==> config.mk <==
export PLATFORM = sky130hd
export DESIGN_NAME = seven_segment_display_controller
export DESIGN_NICKNAME = d
export VERILOG_FILES = /design/src/ssd_pkg.sv /design/src/seven_segment_display_controller.sv /design/src/ssd_bcd_conv.sv /design/src/ssd_seg_decode.sv
export SDC_FILE = /design/constraint.sdc
export NUM_CORES = 1
export LEC_CHECK = 0
export ABC_AREA = 0
export BUFFER_PORTS_ARGS = -buffer_cell sky130_fd_sc_hd__buf_2
export CAP_MARGIN = 20
export CORE_MARGIN = 2
export CORE_UTILIZATION = 61
export CTS_CLUSTER_DIAMETER = 40
export DETAILED_ROUTE_END_ITERATION = 8
export PLACE_DENSITY = 0.87
export SKIP_CTS_REPAIR_TIMING = 1
export SYNTH_ARGS = -nofsm -noshare
export SYNTH_HDL_FRONTEND = slang
export SYNTH_SLANG_ARGS = --single-unit
export TNS_END_PERCENT = 1
==> constraint.sdc <==
create_clock -name aclk -period 6.1 [get_ports aclk]
set_input_delay 0.61 -clock aclk [delete_from_list [all_inputs] [get_ports aclk]]
set_output_delay 0.61 -clock aclk [all_outputs]
set_load 0.05 [all_outputs]
==> src/ssd_pkg.sv <==
// ---------------------------------------------------------------------------
// ssd_pkg: shared types and constants of the seven-segment controller
// Beat layouts, command codes, register indexes and the digit pattern table.
// ---------------------------------------------------------------------------
`default_nettype none
package ssd_pkg;

    // buffer geometry
    localparam int MAX_DIGITS = 8;
    localparam int POS_W      = $clog2(MAX_DIGITS);
    localparam int CNT_W      = $clog2(MAX_DIGITS + 1);

    // integer conversion: 32-bit magnitude into ten bcd digits, four bits a cycle
    localparam int VALUE_W    = 32;
    localparam int BCD_DIGITS = 10;
    localparam int BCD_W      = 4 * BCD_DIGITS;
    localparam int CONV_BITS  = 4;
    localparam int CONV_STEPS = VALUE_W / CONV_BITS;
    localparam int STEP_W     = $clog2(CONV_STEPS);

    // commands
    localparam logic [1:0] CMD_SCAN  = 2'd0;
    localparam logic [1:0] CMD_BLINK = 2'd1;
    localparam logic [1:0] CMD_WINT  = 2'd2;
    localparam logic [1:0] CMD_WCHR  = 2'd3;

    // register indexes (byte address 8 * index)
    localparam logic [2:0] REG_DIGIT_COUNT = 3'd0;
    localparam logic [2:0] REG_FILL_ZERO   = 3'd1;
    localparam logic [2:0] REG_FRAC_DIGITS = 3'd2;
    localparam logic [2:0] REG_BLINK_EN    = 3'd3;
    localparam logic [2:0] REG_USER_COUNT  = 3'd4;
    localparam logic [2:0] REG_USER_TABLE  = 3'd5;

    // characters
    localparam logic [7:0] CH_SPACE      = 8'h20;
    localparam logic [7:0] CH_ZERO       = 8'h30;
    localparam logic [7:0] CH_MINUS      = 8'h2D;
    localparam logic [7:0] CH_UNDERSCORE = 8'h5F;
    localparam logic [6:0] CH7_ZERO      = 7'h30;
    localparam logic [6:0] CH7_NINE      = 7'h39;
    localparam logic [6:0] CH7_MINUS     = 7'h2D;
    localparam logic [6:0] CH7_A         = 7'h41;

    // segment patterns
    localparam logic [7:0] SEG_MINUS = 8'h40;
    localparam logic [7:0] SEG_POINT = 8'h80;

    typedef struct packed {
        logic [1:0]  cmd;
        logic [31:0] value;
        logic [2:0]  position;
        logic [7:0]  character;
    } in_beat_t;

    typedef struct packed {
        logic [7:0] segments;
        logic [2:0] digit_select;
    } out_beat_t;

    // decimal digit to segments
    function automatic logic [7:0] digit_seg(input logic [3:0] d);
        logic [7:0] s;
        case (d)
            4'd0: s = 8'h3F;
            4'd1: s = 8'h06;
            4'd2: s = 8'h5B;
            4'd3: s = 8'h4F;
            4'd4: s = 8'h66;
            4'd5: s = 8'h6D;
            4'd6: s = 8'h7D;
            4'd7: s = 8'h07;
            4'd8: s = 8'h7F;
            4'd9: s = 8'h6F;
            default: s = 8'h00;
        endcase
        return s;
    endfunction

endpackage
`default_nettype wire

==> src/seven_segment_display_controller.sv <==
// ---------------------------------------------------------------------------
// seven_segment_display_controller: multiplexed seven-segment controller
// Scan, blink and write-character beats are taken back to back while idle
// (scans also need a free output); a scan result is registered and shows
// in the cycle after its beat. Write integer runs the bcd converter (4 bits
// a cycle), then a load, a step per integer position written, a final check.
// Synchronous active-low reset: buffer to spaces, scan position 0, display
// on, registers to their reset values.
// ---------------------------------------------------------------------------
`default_nettype none
module seven_segment_display_controller (
    input  wire logic               aclk,
    input  wire logic               aresetn,
    // input beats
    input  wire logic               s_valid,
    output logic                    s_ready,
    input  wire ssd_pkg::in_beat_t  s_data,
    // result beats
    output logic                    m_valid,
    input  wire logic               m_ready,
    output ssd_pkg::out_beat_t      m_data,
    // configuration
    input  wire logic               psel,
    input  wire logic               penable,
    input  wire logic               pwrite,
    input  wire logic [5:0]         paddr,
    input  wire logic [63:0]        pwdata,
    output logic [63:0]             prdata,
    output logic                    pready
);
    import ssd_pkg::*;

    localparam logic [1:0] ST_IDLE = 2'd0;
    localparam logic [1:0] ST_CONV = 2'd1;
    localparam logic [1:0] ST_FMT  = 2'd2;

    // configuration registers
    logic [3:0]  digit_count_reg;
    logic        fill_zero_reg;
    logic [2:0]  frac_digits_reg;
    logic        blink_en_reg;
    logic [3:0]  user_count_reg;
    logic [63:0] user_table_reg;

    // display state
    logic [7:0]       buf_reg  [MAX_DIGITS];
    logic [7:0]       buf_next [MAX_DIGITS];
    logic [POS_W-1:0] scan_pos_reg;
    logic             blink_phase_reg;
    logic [1:0]       state_reg;

    // output register
    logic      m_valid_reg;
    out_beat_t m_data_reg;

    // formatter state
    logic [BCD_W-1:0] fmt_bcd_reg;
    logic             fmt_minus_reg;
    logic             fmt_fill_reg;
    logic [CNT_W-1:0] fmt_top_reg;
    logic [CNT_W-1:0] fmt_n_reg;
    logic [CNT_W-1:0] idx_reg;

    logic                s_acc;
    logic                cfg_wr;
    logic [CNT_W-1:0]    n_cur;
    logic [CNT_W-1:0]    frac_cur;
    logic [CNT_W-1:0]    top_cur;
    logic [CNT_W-1:0]    pos_inc;
    logic                val_minus;
    logic [VALUE_W-1:0]  val_mag;
    logic                conv_start;
    logic                conv_done;
    logic [BCD_W-1:0]    conv_bcd;
    logic [7:0]          scan_seg;
    logic [CNT_W-1:0]    fmt_low;
    logic                fmt_go;
    logic                fmt_zero;
    logic                fmt_blank;
    logic [CNT_W-1:0]    idx_m1;
    logic [CNT_W-1:0]    n_m1;

    // handshake
    assign s_ready = (state_reg == ST_IDLE) &&
                     (!m_valid_reg || m_ready || s_data.cmd != CMD_SCAN);
    assign s_acc   = s_valid && s_ready;
    assign m_valid = m_valid_reg;
    assign m_data  = m_data_reg;

    // digits in use and integer field split
    always_comb begin
        n_cur = CNT_W'(digit_count_reg);
        if (digit_count_reg == 4'd0) begin
            n_cur = CNT_W'(1);
        end else if ({1'b0, digit_count_reg} > 5'(MAX_DIGITS)) begin
            n_cur = CNT_W'(MAX_DIGITS);
        end
        frac_cur = CNT_W'(frac_digits_reg);
        if (frac_cur > n_cur - CNT_W'(1)) begin
            frac_cur = n_cur - CNT_W'(1);
        end
        top_cur = n_cur - frac_cur;
    end

    // sign and magnitude of the integer
    assign val_minus  = s_data.value[VALUE_W-1];
    assign val_mag    = val_minus ? (VALUE_W'(0) - s_data.value) : s_data.value;
    assign conv_start = s_acc && (s_data.cmd == CMD_WINT);

    ssd_bcd_conv u_conv (
        .aclk    (aclk),
        .aresetn (aresetn),
        .start   (conv_start),
        .mag     (val_mag),
        .done    (conv_done),
        .bcd     (conv_bcd)
    );

    ssd_seg_decode u_decode (
        .char_in    (buf_reg[scan_pos_reg]),
        .user_count (user_count_reg),
        .user_table (user_table_reg),
        .seg        (scan_seg)
    );

    assign pos_inc = CNT_W'(scan_pos_reg) + CNT_W'(1);

    // formatter step decisions
    assign fmt_low   = (fmt_fill_reg && fmt_minus_reg) ? CNT_W'(1) : CNT_W'(0);
    assign fmt_go    = idx_reg > fmt_low;
    assign fmt_zero  = (fmt_bcd_reg == '0);
    assign fmt_blank = !fmt_fill_reg && (idx_reg != fmt_top_reg) && fmt_zero;
    assign idx_m1    = idx_reg - CNT_W'(1);
    assign n_m1      = fmt_n_reg - CNT_W'(1);

    // character buffer next value
    always_comb begin
        for (int i = 0; i < MAX_DIGITS; i++) begin
            buf_next[i] = buf_reg[i];
        end
        if (s_acc && s_data.cmd == CMD_WCHR) begin
            buf_next[s_data.position[POS_W-1:0]] = s_data.character;
        end
        if (s_acc && s_data.cmd == CMD_WINT) begin
            for (int i = 0; i < MAX_DIGITS; i++) begin
                if (CNT_W'(i) >= top_cur && CNT_W'(i) < n_cur) begin
                    buf_next[i] = CH_ZERO;
                end
            end
        end
        if (state_reg == ST_FMT) begin
            if (fmt_go) begin
                if (fmt_blank) begin
                    buf_next[idx_m1[POS_W-1:0]] = fmt_minus_reg ? CH_MINUS : CH_SPACE;
                end else begin
                    buf_next[idx_m1[POS_W-1:0]] = CH_ZERO | {4'h0, fmt_bcd_reg[3:0]};
                end
            end else begin
                if (fmt_fill_reg && fmt_minus_reg) begin
                    buf_next[0] = CH_MINUS;
                end
                if (!fmt_zero || (!fmt_fill_reg && fmt_minus_reg)) begin
                    buf_next[n_m1[POS_W-1:0]] = CH_UNDERSCORE;
                end
            end
        end
    end

    // buffer, scan, blink and control state
    assign cfg_wr = psel && penable && pwrite && pready;

    always_ff @(posedge aclk) begin
        if (!aresetn) begin
            for (int i = 0; i < MAX_DIGITS; i++) begin
                buf_reg[i] <= CH_SPACE;
            end
            scan_pos_reg    <= '0;
            blink_phase_reg <= 1'b1;
            state_reg       <= ST_IDLE;
            m_valid_reg     <= 1'b0;
        end else begin
            for (int i = 0; i < MAX_DIGITS; i++) begin
                buf_reg[i] <= buf_next[i];
            end
            if (m_ready) begin
                m_valid_reg <= 1'b0;
            end
            if (s_acc && s_data.cmd == CMD_SCAN) begin
                m_valid_reg  <= 1'b1;
                scan_pos_reg <= (pos_inc >= n_cur) ? '0 : pos_inc[POS_W-1:0];
            end
            if (s_acc && s_data.cmd == CMD_BLINK && blink_en_reg) begin
                blink_phase_reg <= !blink_phase_reg;
            end
            if (cfg_wr && paddr[5:3] == REG_BLINK_EN && !pwdata[0]) begin
                blink_phase_reg <= 1'b1;
            end
            case (state_reg)
                ST_IDLE: begin
                    if (conv_start) begin
                        state_reg <= ST_CONV;
                    end
                end
                ST_CONV: begin
                    if (conv_done) begin
                        state_reg <= ST_FMT;
                    end
                end
                ST_FMT: begin
                    if (!fmt_go) begin
                        state_reg <= ST_IDLE;
                    end
                end
                default: state_reg <= ST_IDLE;
            endcase
        end
    end

    // scan result payload
    always_ff @(posedge aclk) begin
        if (s_acc && s_data.cmd == CMD_SCAN) begin
            m_data_reg.segments     <= blink_phase_reg ? scan_seg : 8'h00;
            m_data_reg.digit_select <= 3'(scan_pos_reg);
        end
    end

    // formatter payload
    always_ff @(posedge aclk) begin
        if (conv_start) begin
            fmt_minus_reg <= val_minus;
            fmt_fill_reg  <= fill_zero_reg;
            fmt_top_reg   <= top_cur;
            fmt_n_reg     <= n_cur;
        end
        if (state_reg == ST_CONV && conv_done) begin
            fmt_bcd_reg <= conv_bcd;
            idx_reg     <= fmt_top_reg;
        end
        if (state_reg == ST_FMT && fmt_go) begin
            idx_reg <= idx_m1;
            if (fmt_blank) begin
                fmt_minus_reg <= 1'b0;
            end else begin
                fmt_bcd_reg <= fmt_bcd_reg >> 4;
            end
        end
    end

    // configuration registers
    always_ff @(posedge aclk) begin
        if (!aresetn) begin
            digit_count_reg <= 4'd4;
            fill_zero_reg   <= 1'b0;
            frac_digits_reg <= 3'd0;
            blink_en_reg    <= 1'b0;
            user_count_reg  <= 4'd0;
            user_table_reg  <= 64'd0;
        end else if (cfg_wr) begin
            case (paddr[5:3])
                REG_DIGIT_COUNT: digit_count_reg <= pwdata[3:0];
                REG_FILL_ZERO:   fill_zero_reg   <= pwdata[0];
                REG_FRAC_DIGITS: frac_digits_reg <= pwdata[2:0];
                REG_BLINK_EN:    blink_en_reg    <= pwdata[0];
                REG_USER_COUNT:  user_count_reg  <= pwdata[3:0];
                REG_USER_TABLE:  user_table_reg  <= pwdata;
                default: ;
            endcase
        end
    end

    // register read back
    always_comb begin
        case (paddr[5:3])
            REG_DIGIT_COUNT: prdata = {60'd0, digit_count_reg};
            REG_FILL_ZERO:   prdata = {63'd0, fill_zero_reg};
            REG_FRAC_DIGITS: prdata = {61'd0, frac_digits_reg};
            REG_BLINK_EN:    prdata = {63'd0, blink_en_reg};
            REG_USER_COUNT:  prdata = {60'd0, user_count_reg};
            REG_USER_TABLE:  prdata = user_table_reg;
            default:         prdata = 64'd0;
        endcase
    end

    assign pready = 1'b1;

    // checks
    a_wint_enters_conv: assert property (@(posedge aclk) disable iff (!aresetn)
        conv_start |=> state_reg == ST_CONV)
        else $error("write integer did not start conversion");

    a_done_in_conv: assert property (@(posedge aclk) disable iff (!aresetn)
        conv_done |-> state_reg == ST_CONV)
        else $error("converter finished outside conversion state");

    a_scan_wraps: assert property (@(posedge aclk) disable iff (!aresetn)
        (s_acc && s_data.cmd == CMD_SCAN) |=> CNT_W'(scan_pos_reg) < n_cur)
        else $error("scan position past digits in use");

    a_blink_off_shows: assert property (@(posedge aclk) disable iff (!aresetn)
        !blink_en_reg |-> blink_phase_reg)
        else $error("display dark with blinking disabled");

endmodule
`default_nettype wire

==> src/ssd_bcd_conv.sv <==
// ---------------------------------------------------------------------------
// ssd_bcd_conv: serial binary to bcd converter
// Shift-and-add-3 over ten bcd digits, four magnitude bits per cycle.
// ---------------------------------------------------------------------------
`default_nettype none
module ssd_bcd_conv (
    input  wire logic                      aclk,
    input  wire logic                      aresetn,
    input  wire logic                      start,
    input  wire logic [ssd_pkg::VALUE_W-1:0] mag,
    output logic                           done,
    output logic [ssd_pkg::BCD_W-1:0]      bcd
);
    import ssd_pkg::*;

    logic               busy_reg;
    logic               done_reg;
    logic [STEP_W-1:0]  step_reg;
    logic [VALUE_W-1:0] bin_reg;
    logic [BCD_W-1:0]   bcd_reg;
    logic [VALUE_W-1:0] bin_next;
    logic [BCD_W-1:0]   bcd_next;

    // four dependent shift-and-correct steps
    always_comb begin
        logic [BCD_W-1:0]   b;
        logic [VALUE_W-1:0] v;
        b = bcd_reg;
        v = bin_reg;
        for (int s = 0; s < CONV_BITS; s++) begin
            for (int d = 0; d < BCD_DIGITS; d++) begin
                if (b[4*d +: 4] >= 4'd5) begin
                    b[4*d +: 4] = b[4*d +: 4] + 4'd3;
                end
            end
            {b, v} = {b[BCD_W-2:0], v, 1'b0};
        end
        bcd_next = b;
        bin_next = v;
    end

    // step control
    always_ff @(posedge aclk) begin
        if (!aresetn) begin
            busy_reg <= 1'b0;
            done_reg <= 1'b0;
            step_reg <= '0;
        end else begin
            done_reg <= 1'b0;
            if (start) begin
                busy_reg <= 1'b1;
                step_reg <= '0;
            end else if (busy_reg) begin
                step_reg <= step_reg + STEP_W'(1);
                if (step_reg == STEP_W'(CONV_STEPS - 1)) begin
                    busy_reg <= 1'b0;
                    done_reg <= 1'b1;
                end
            end
        end
    end

    // datapath
    always_ff @(posedge aclk) begin
        if (start) begin
            bin_reg <= mag;
            bcd_reg <= '0;
        end else if (busy_reg) begin
            bin_reg <= bin_next;
            bcd_reg <= bcd_next;
        end
    end

    assign done = done_reg;
    assign bcd  = bcd_reg;

endmodule
`default_nettype wire

==> src/ssd_seg_decode.sv <==
// ---------------------------------------------------------------------------
// ssd_seg_decode: character to segment decoder
// Digits by table, minus sign, user letters from A, point from bit 7.
// ---------------------------------------------------------------------------
`default_nettype none
module ssd_seg_decode (
    input  wire logic [7:0]  char_in,
    input  wire logic [3:0]  user_count,
    input  wire logic [63:0] user_table,
    output logic [7:0]       seg
);
    import ssd_pkg::*;

    logic [6:0] ch;
    logic [6:0] letter_off;
    logic [3:0] cnt;
    logic [7:0] base;

    assign ch         = char_in[6:0];
    assign letter_off = ch - CH7_A;
    assign cnt        = (user_count > 4'd8) ? 4'd8 : user_count;

    // base pattern
    always_comb begin
        base = 8'h00;
        if (ch >= CH7_ZERO && ch <= CH7_NINE) begin
            base = digit_seg(ch[3:0]);
        end else if (ch == CH7_MINUS) begin
            base = SEG_MINUS;
        end else if (ch >= CH7_A && letter_off < {3'b000, cnt}) begin
            base = user_table[{letter_off[2:0], 3'b000} +: 8];
        end
    end

    assign seg = char_in[7] ? (base | SEG_POINT) : base;

endmodule
`default_nettype wire
* Yosys cells after proc, flatten, opt, wreduce, memory -nomap -nowiden
Memories as Yosys holds them, arrays and structs flattened. A register that Yosys moved wholly into a read port is not among the register bits.
Cells that the tools add are included.
W data, S select, Z words.
** Operators by class
- $add $sub $neg :: 48
- Eq/ne operators :: 16
- Reduce and logical (&&, ||, !) cells :: 57
- Magnitude comparators :: 71
- Shifts and indexed selects :: 1
- Multiplexer cells :: 111
- Bitwise logic cells :: 16
** Operators by type and width (count)
- $mux W64 :: 6
- $pmux W64 S6 :: 1
- $mux W8 :: 26
- $bwmux W64 :: 3
- $mux W4 :: 43
- $ge A4 B3 Y1 const B :: 40
- $add A4 B2 Y4 const B :: 36
- $mux W40 :: 3
- $mux W32 :: 3
- $demux W8 S3 :: 3
- $shiftx A64 B7 Y8 :: 1
- $or A48 B48 Y48 :: 1
- $logic_not A40 Y1 :: 1
- $sub A1 B32 Y32 const A :: 1
- $logic_and A1 B1 Y1 :: 30
- $mux W3 :: 7
- $and A16 B16 Y16 :: 1
- $ge A3 B4 Y1 const A :: 4
- $lt A3 B4 Y1 const A :: 4
- $not A16 Y16 :: 1
- $add A3 B2 Y3 const B :: 4
- $ge A4 B4 Y1 const B :: 3
- $lt A4 B1 Y1 const B :: 3
- $mux W1 :: 12
- other kinds (42) :: 83
** Storage, ports and cells
- Register bits after elaboration :: 225
- ROM bits :: 112
- Bits in writable memories :: 64
- Word-level logic and storage cells :: 345
- Input port bits :: 122
- Output and inout port bits :: 78
- Memories kept :: 2
** Memories
- (no name shown) :: depth 16, bits a word 7, read ports 1, clocked after Yosys merged registers in 0, write ports 0, RTL line ssd_pkg.sv:64 : case (d)
- buf_reg :: depth 8, bits a word 8, read ports 9, clocked after Yosys merged registers in 1, write ports 8, RTL line seven_segment_display_controller.sv:46 : logic [7:0] buf_reg [MAX_DIGITS];

* Logic depth before layout (Yosys ltp)
- Word-level depth :: 19
- Gate-level depth with buffers :: 24
- Depth with buffers taken out :: 24

* Cells and area by module
A second synthesis with hierarchy kept.
** Second synthesis, totals
- Cell total of the unflattened synthesis :: 2405
- Area, all modules :: 20126.8 µm²
** Modules (own cells, without submodules)
- seven_segment_display_controller :: cells an instance 1334, times used 1, seq. area each 4534.3 µm², area an instance 11487.3 µm²
- ssd_bcd_conv :: cells an instance 978, times used 1, seq. area each 1861.8 µm², area an instance 7672.4 µm²
- ssd_seg_decode :: cells an instance 93, times used 1, seq. area each 0.0 µm², area an instance 967.2 µm²

* Least setup slack after synthesis
Ideal clock, no wire load.
- Path kind :: register to register
- From :: register u_conv.bcd_reg[0] (netlist: u_conv.bcd[0])
- To :: register u_conv.bcd_reg[2] (netlist: u_conv.bcd[2])
- Stages on the path, launching flop included :: 25
- Data arrival time :: 4.592 ns
- Data required time :: 6.022 ns
- Buffers on the path :: 0
- Path slack :: 1.430 ns
- Setup time :: 0.078 ns
- Clock period less this slack :: 4.670 ns
- Cells stage by stage :: dfxtp_1 inv_1 ha_1 nand2b_1 a211oi_1 or2_2 ha_1 nor2b_1 o31ai_1 xnor2_1 clkinv_1 ha_1 nor2b_1 nor2_1 o32a_1 nor2_1 nor2_1 xnor2_1 inv_1 ha_1 nand2b_1 nor4b_1 nand3b_1 and3_1 nor3_1
** Between the ends
- Word-level cells in the longest chain between the ends :: 8
- Elaborated cells on any way between the ends :: 12
- Those cells by class :: 4 x add/sub; 4 x order compare; 4 x mux
** Ends and longest elaborated chain
- from (decl) :: RTL line ssd_bcd_conv.sv:20 : logic [BCD_W-1:0] bcd_reg;
- from (signal assigned) :: RTL line ssd_bcd_conv.sv:70 : bcd_reg <= bcd_next;
- $add A4 B2 Y4 / $ge A4 B3 Y1 (equally long branches) :: RTL line ssd_bcd_conv.sv:33, ssd_bcd_conv.sv:32
- $mux W4 (*) :: RTL line ssd_bcd_conv.sv:32 : if (b[4*d +: 4] >= 4'd5) begin
- $add A4 B2 Y4 / $ge A4 B3 Y1 (equally long branches) :: RTL line ssd_bcd_conv.sv:33, ssd_bcd_conv.sv:32
- $mux W4 (*) :: RTL line ssd_bcd_conv.sv:32
- $ge A4 B3 Y1 / $add A4 B2 Y4 (equally long branches) :: RTL line ssd_bcd_conv.sv:32, ssd_bcd_conv.sv:33
- $mux W4 (*) :: RTL line ssd_bcd_conv.sv:32
- $add A4 B2 Y4 / $ge A4 B3 Y1 (equally long branches) :: RTL line ssd_bcd_conv.sv:33, ssd_bcd_conv.sv:32
- $mux W4 (*) :: RTL line ssd_bcd_conv.sv:32
Every way passes the cells marked *; elsewhere a longest branch is shown, timed or not.
A chain may end at the register's enable or synchronous reset.

==> metrics <==
chip height 184.4 um; # rows 66; final setup vio count 0; final hold vios 0; Longest Clk Path Bufs 3; Synth top area share 23.91%; fin nets 2685; CTS Buf Count 41; Worst-path clk slew 0.06 ns; status finished clean; Initial Util 61.46%; Tot GR Track Use 30.23%; RR Endpoint buf_reg[2][1]; first-pass GRT wire length 84330 um; RR Startpoint digit_count_reg[2]; pin count of the biggest net entering global routing 83; Synth top cells by count 309 x nand2_1, 237 x dfxtp_1, 150 x mux2i_1; CP max FO 6; Vias 18250; RSZ-0062 raised after global routing no; synth unique cells 85; Reg2Reg Setup Slack 0.57 ns; Hold Slack 0.3206 ns; Max Cap Viol 0; Avg Cell Area, Syn 8.539 um2; skew final 0.02174 ns; Core ar. 32290 um2; number of flops mapped to enable cells by yosys 55; Hold WC Path Type input pin to register; top-count cell post-synth nand2_1; P per Cell Area 572.5 nW/um2; GR Overflow Total 0; CP required 6.50 ns; H-tree levels 2; Worst Path Arrival 5.94 ns; post-synthesis net count 2556; ys flop type dfxtp_1; worst skew pair latency 0.54 ns; Antenna Nets Post-Route 0; Worst Reg-to-Reg Cells 18; Slew Limit Headroom 38.05%; root buf cell clkbuf_16; Tmin final 5.535 ns; final setup TNS 0 ns; ranking of synthesized cells by area dfxtp_1 24%, edfxtp_1 8.3%, mux2i_1 7.6%, ha_1 6.9%, nand2_1 5.8%; YS warnings 0; CTS tree done; I/O Buffers 195; leading area contributor after synthesis dfxtp_1; fraction of layout cells with a size suffix above 1 14.92%; post-synthesis cell area 19840 um2; chip width 184.4 um; Startpoint Class register; Post-synth ARST share 0%; Clock Sinks 292; f_max 180.7 MHz; Post-Route WL 53890 um; final period utilization 90.73%; fin. max-slew vios 0; Residual DRC 0; crit path to buf_reg[2][1]; vias per cell 6.223; kind of critical path register to register; WL per Instance 18.38 um; Post-Syn Instances 2324; filler instances 2365; initial antenna violation count 3; gpl congestion 0.9260; worst vdd ir 1.007 mV; initial DRC count 1563; Area Overhead vs Synth 13.47%; vias in the first global route 17300; Tightest Pin Transition 0.9034 ns; num ports 200; CP Launch Point digit_count_reg[2]; Die Area 33990 um2; TritonRoute pass-1 iters 6; Worst Setup End Kind register; Pleak 0.009648 uW; sequential share of the synthesized area 32.23%; Final HPWL DP 38140 um; #FFs+latches synth 292
[metal layers]
layer	share of wire, %	vias to the layer above	global-route usage, %
met2	48	794	51.44
met1	40	8638	36.92
met4	5.0	0	15.58
met5	0	-	0
li1	-	8614	-
met3	6.7	201	4.841
[per-stage QoR]
step                setup slack [ns]  cell area, um2  power (uW)  util, %  cells
global placement              0.9386           21000        9789    65.04   2849
CTS                           0.6431           22470       12830    69.59   2925
global route                  0.2085           22510       13920    69.73   2931
floorplan                      1.430           19840        8793        -   2324
detailed placement            0.7181           21000       10280    65.04   2849
finish                        0.5653           22520       12890    69.74   2932
[report_power, final]
part           total, uW  switching [uW]  internal (uW)
clock network       2500             942           1560
registers           2330             215           2110
logic               8060            4650           3410
[critical path, stage by stage (launching register included)]
cell and delay [ns]:
dfxtp_1 0.43, nor2_1 0.05, o21ai_0 0.52, inv_1 0.21
ha_1 0.35, ha_1 0.30, a21o_1 0.16, a21oi_1 0.13
a31oi_1 0.10, o21ai_0 0.37, ha_1 0.31, nor2b_1 0.13
o21ai_0 0.36, a21oi_1 0.15, or4b_1 0.66, o31ai_1 0.77
nor2_1 0.12, a31oi_1 0.18, a21boi_0 0.10
[cells by family (layout without fill, tap and decap cells)]
kind of cell	after synthesis	after routing	share of synthesized area, %
adder cells (fa/ha/maj)	110	110	6.974
multiplexers	212	212	13.01
XOR/XNOR	74	74	3.266
flip-flops	292	292	32.23
AND/OR/NAND/NOR	796	796	19.79
other	1	5	0.01890
buffers and inverters	247	409	4.836
AO/OA/AOI/OAI	592	592	19.87
[area by class of cell]
type / instances / area [um2] / share of cell area, %
multi-input combinational: 1785 / 12510 / 55.55
tap: 442 / 553.0 / 2.456
inverter: 120 / 450.4 / 2.000
clock inverter: 16 / 155.1 / 0.6890
clock buffer: 60 / 1316 / 5.846
antenna: 4 / 10.01 / 0.04445
sequential: 292 / 6396 / 28.41
timing repair buffer: 213 / 1127 / 5.007
[layout by cell type (no fill, tap or decap), types with 10 or more instances in the layout]
cell type  netlist  routed
or4_1           10      10
nand3b_1        11      11
nor3b_1         11      11
nand2_1        309     309
a21oi_1         81      80
o21a_1          38      38
o32ai_1         10      10
nand2b_1        48      48
nand3_1         33      33
inv_1          109     109
a2bb2oi_1       11      11
o22ai_1         39      39
o221ai_1        12      12
xnor2_1         34      34
nor4_1          16      16
o21ai_0        131     131
buf_4            1      16
mux4_2          33      33
xor2_1          40      40
ha_1           109     109
nor2_1         124     123
a31oi_1         21      21
and2_1          98      98
clkbuf_16        0      48
or3_1           12      11
a21boi_0        69      69
a21o_1          15      15
buf_2            5     194
nor3_1          36      35
o21ai_1         23      23
edfxtp_1        55      55
a211oi_1        19      19
nor2b_1         48      48
dfxtp_1        237     237
mux2i_1        150     150
o211ai_1        12      12
mux2_2          26      26
o31ai_1         22      22
a211o_1         19      19
[how the worst min path moves through the flow]
stage | startpoint | endpoint | cells past startpoint
2_1_floorplan | fill_zero_reg | fmt_fill_reg | 0
3_3_place_gp | user_table_reg[27] | user_table_reg[27] | 2
3_5_place_dp | fill_zero_reg | fmt_fill_reg | 0
4_1_cts | pwdata[54] | user_table_reg[54] | 3
5_1_grt | pwdata[54] | user_table_reg[54] | 3
6_report | pwdata[23] | user_table_reg[23] | 3
(Power assumes the default switching activity.)
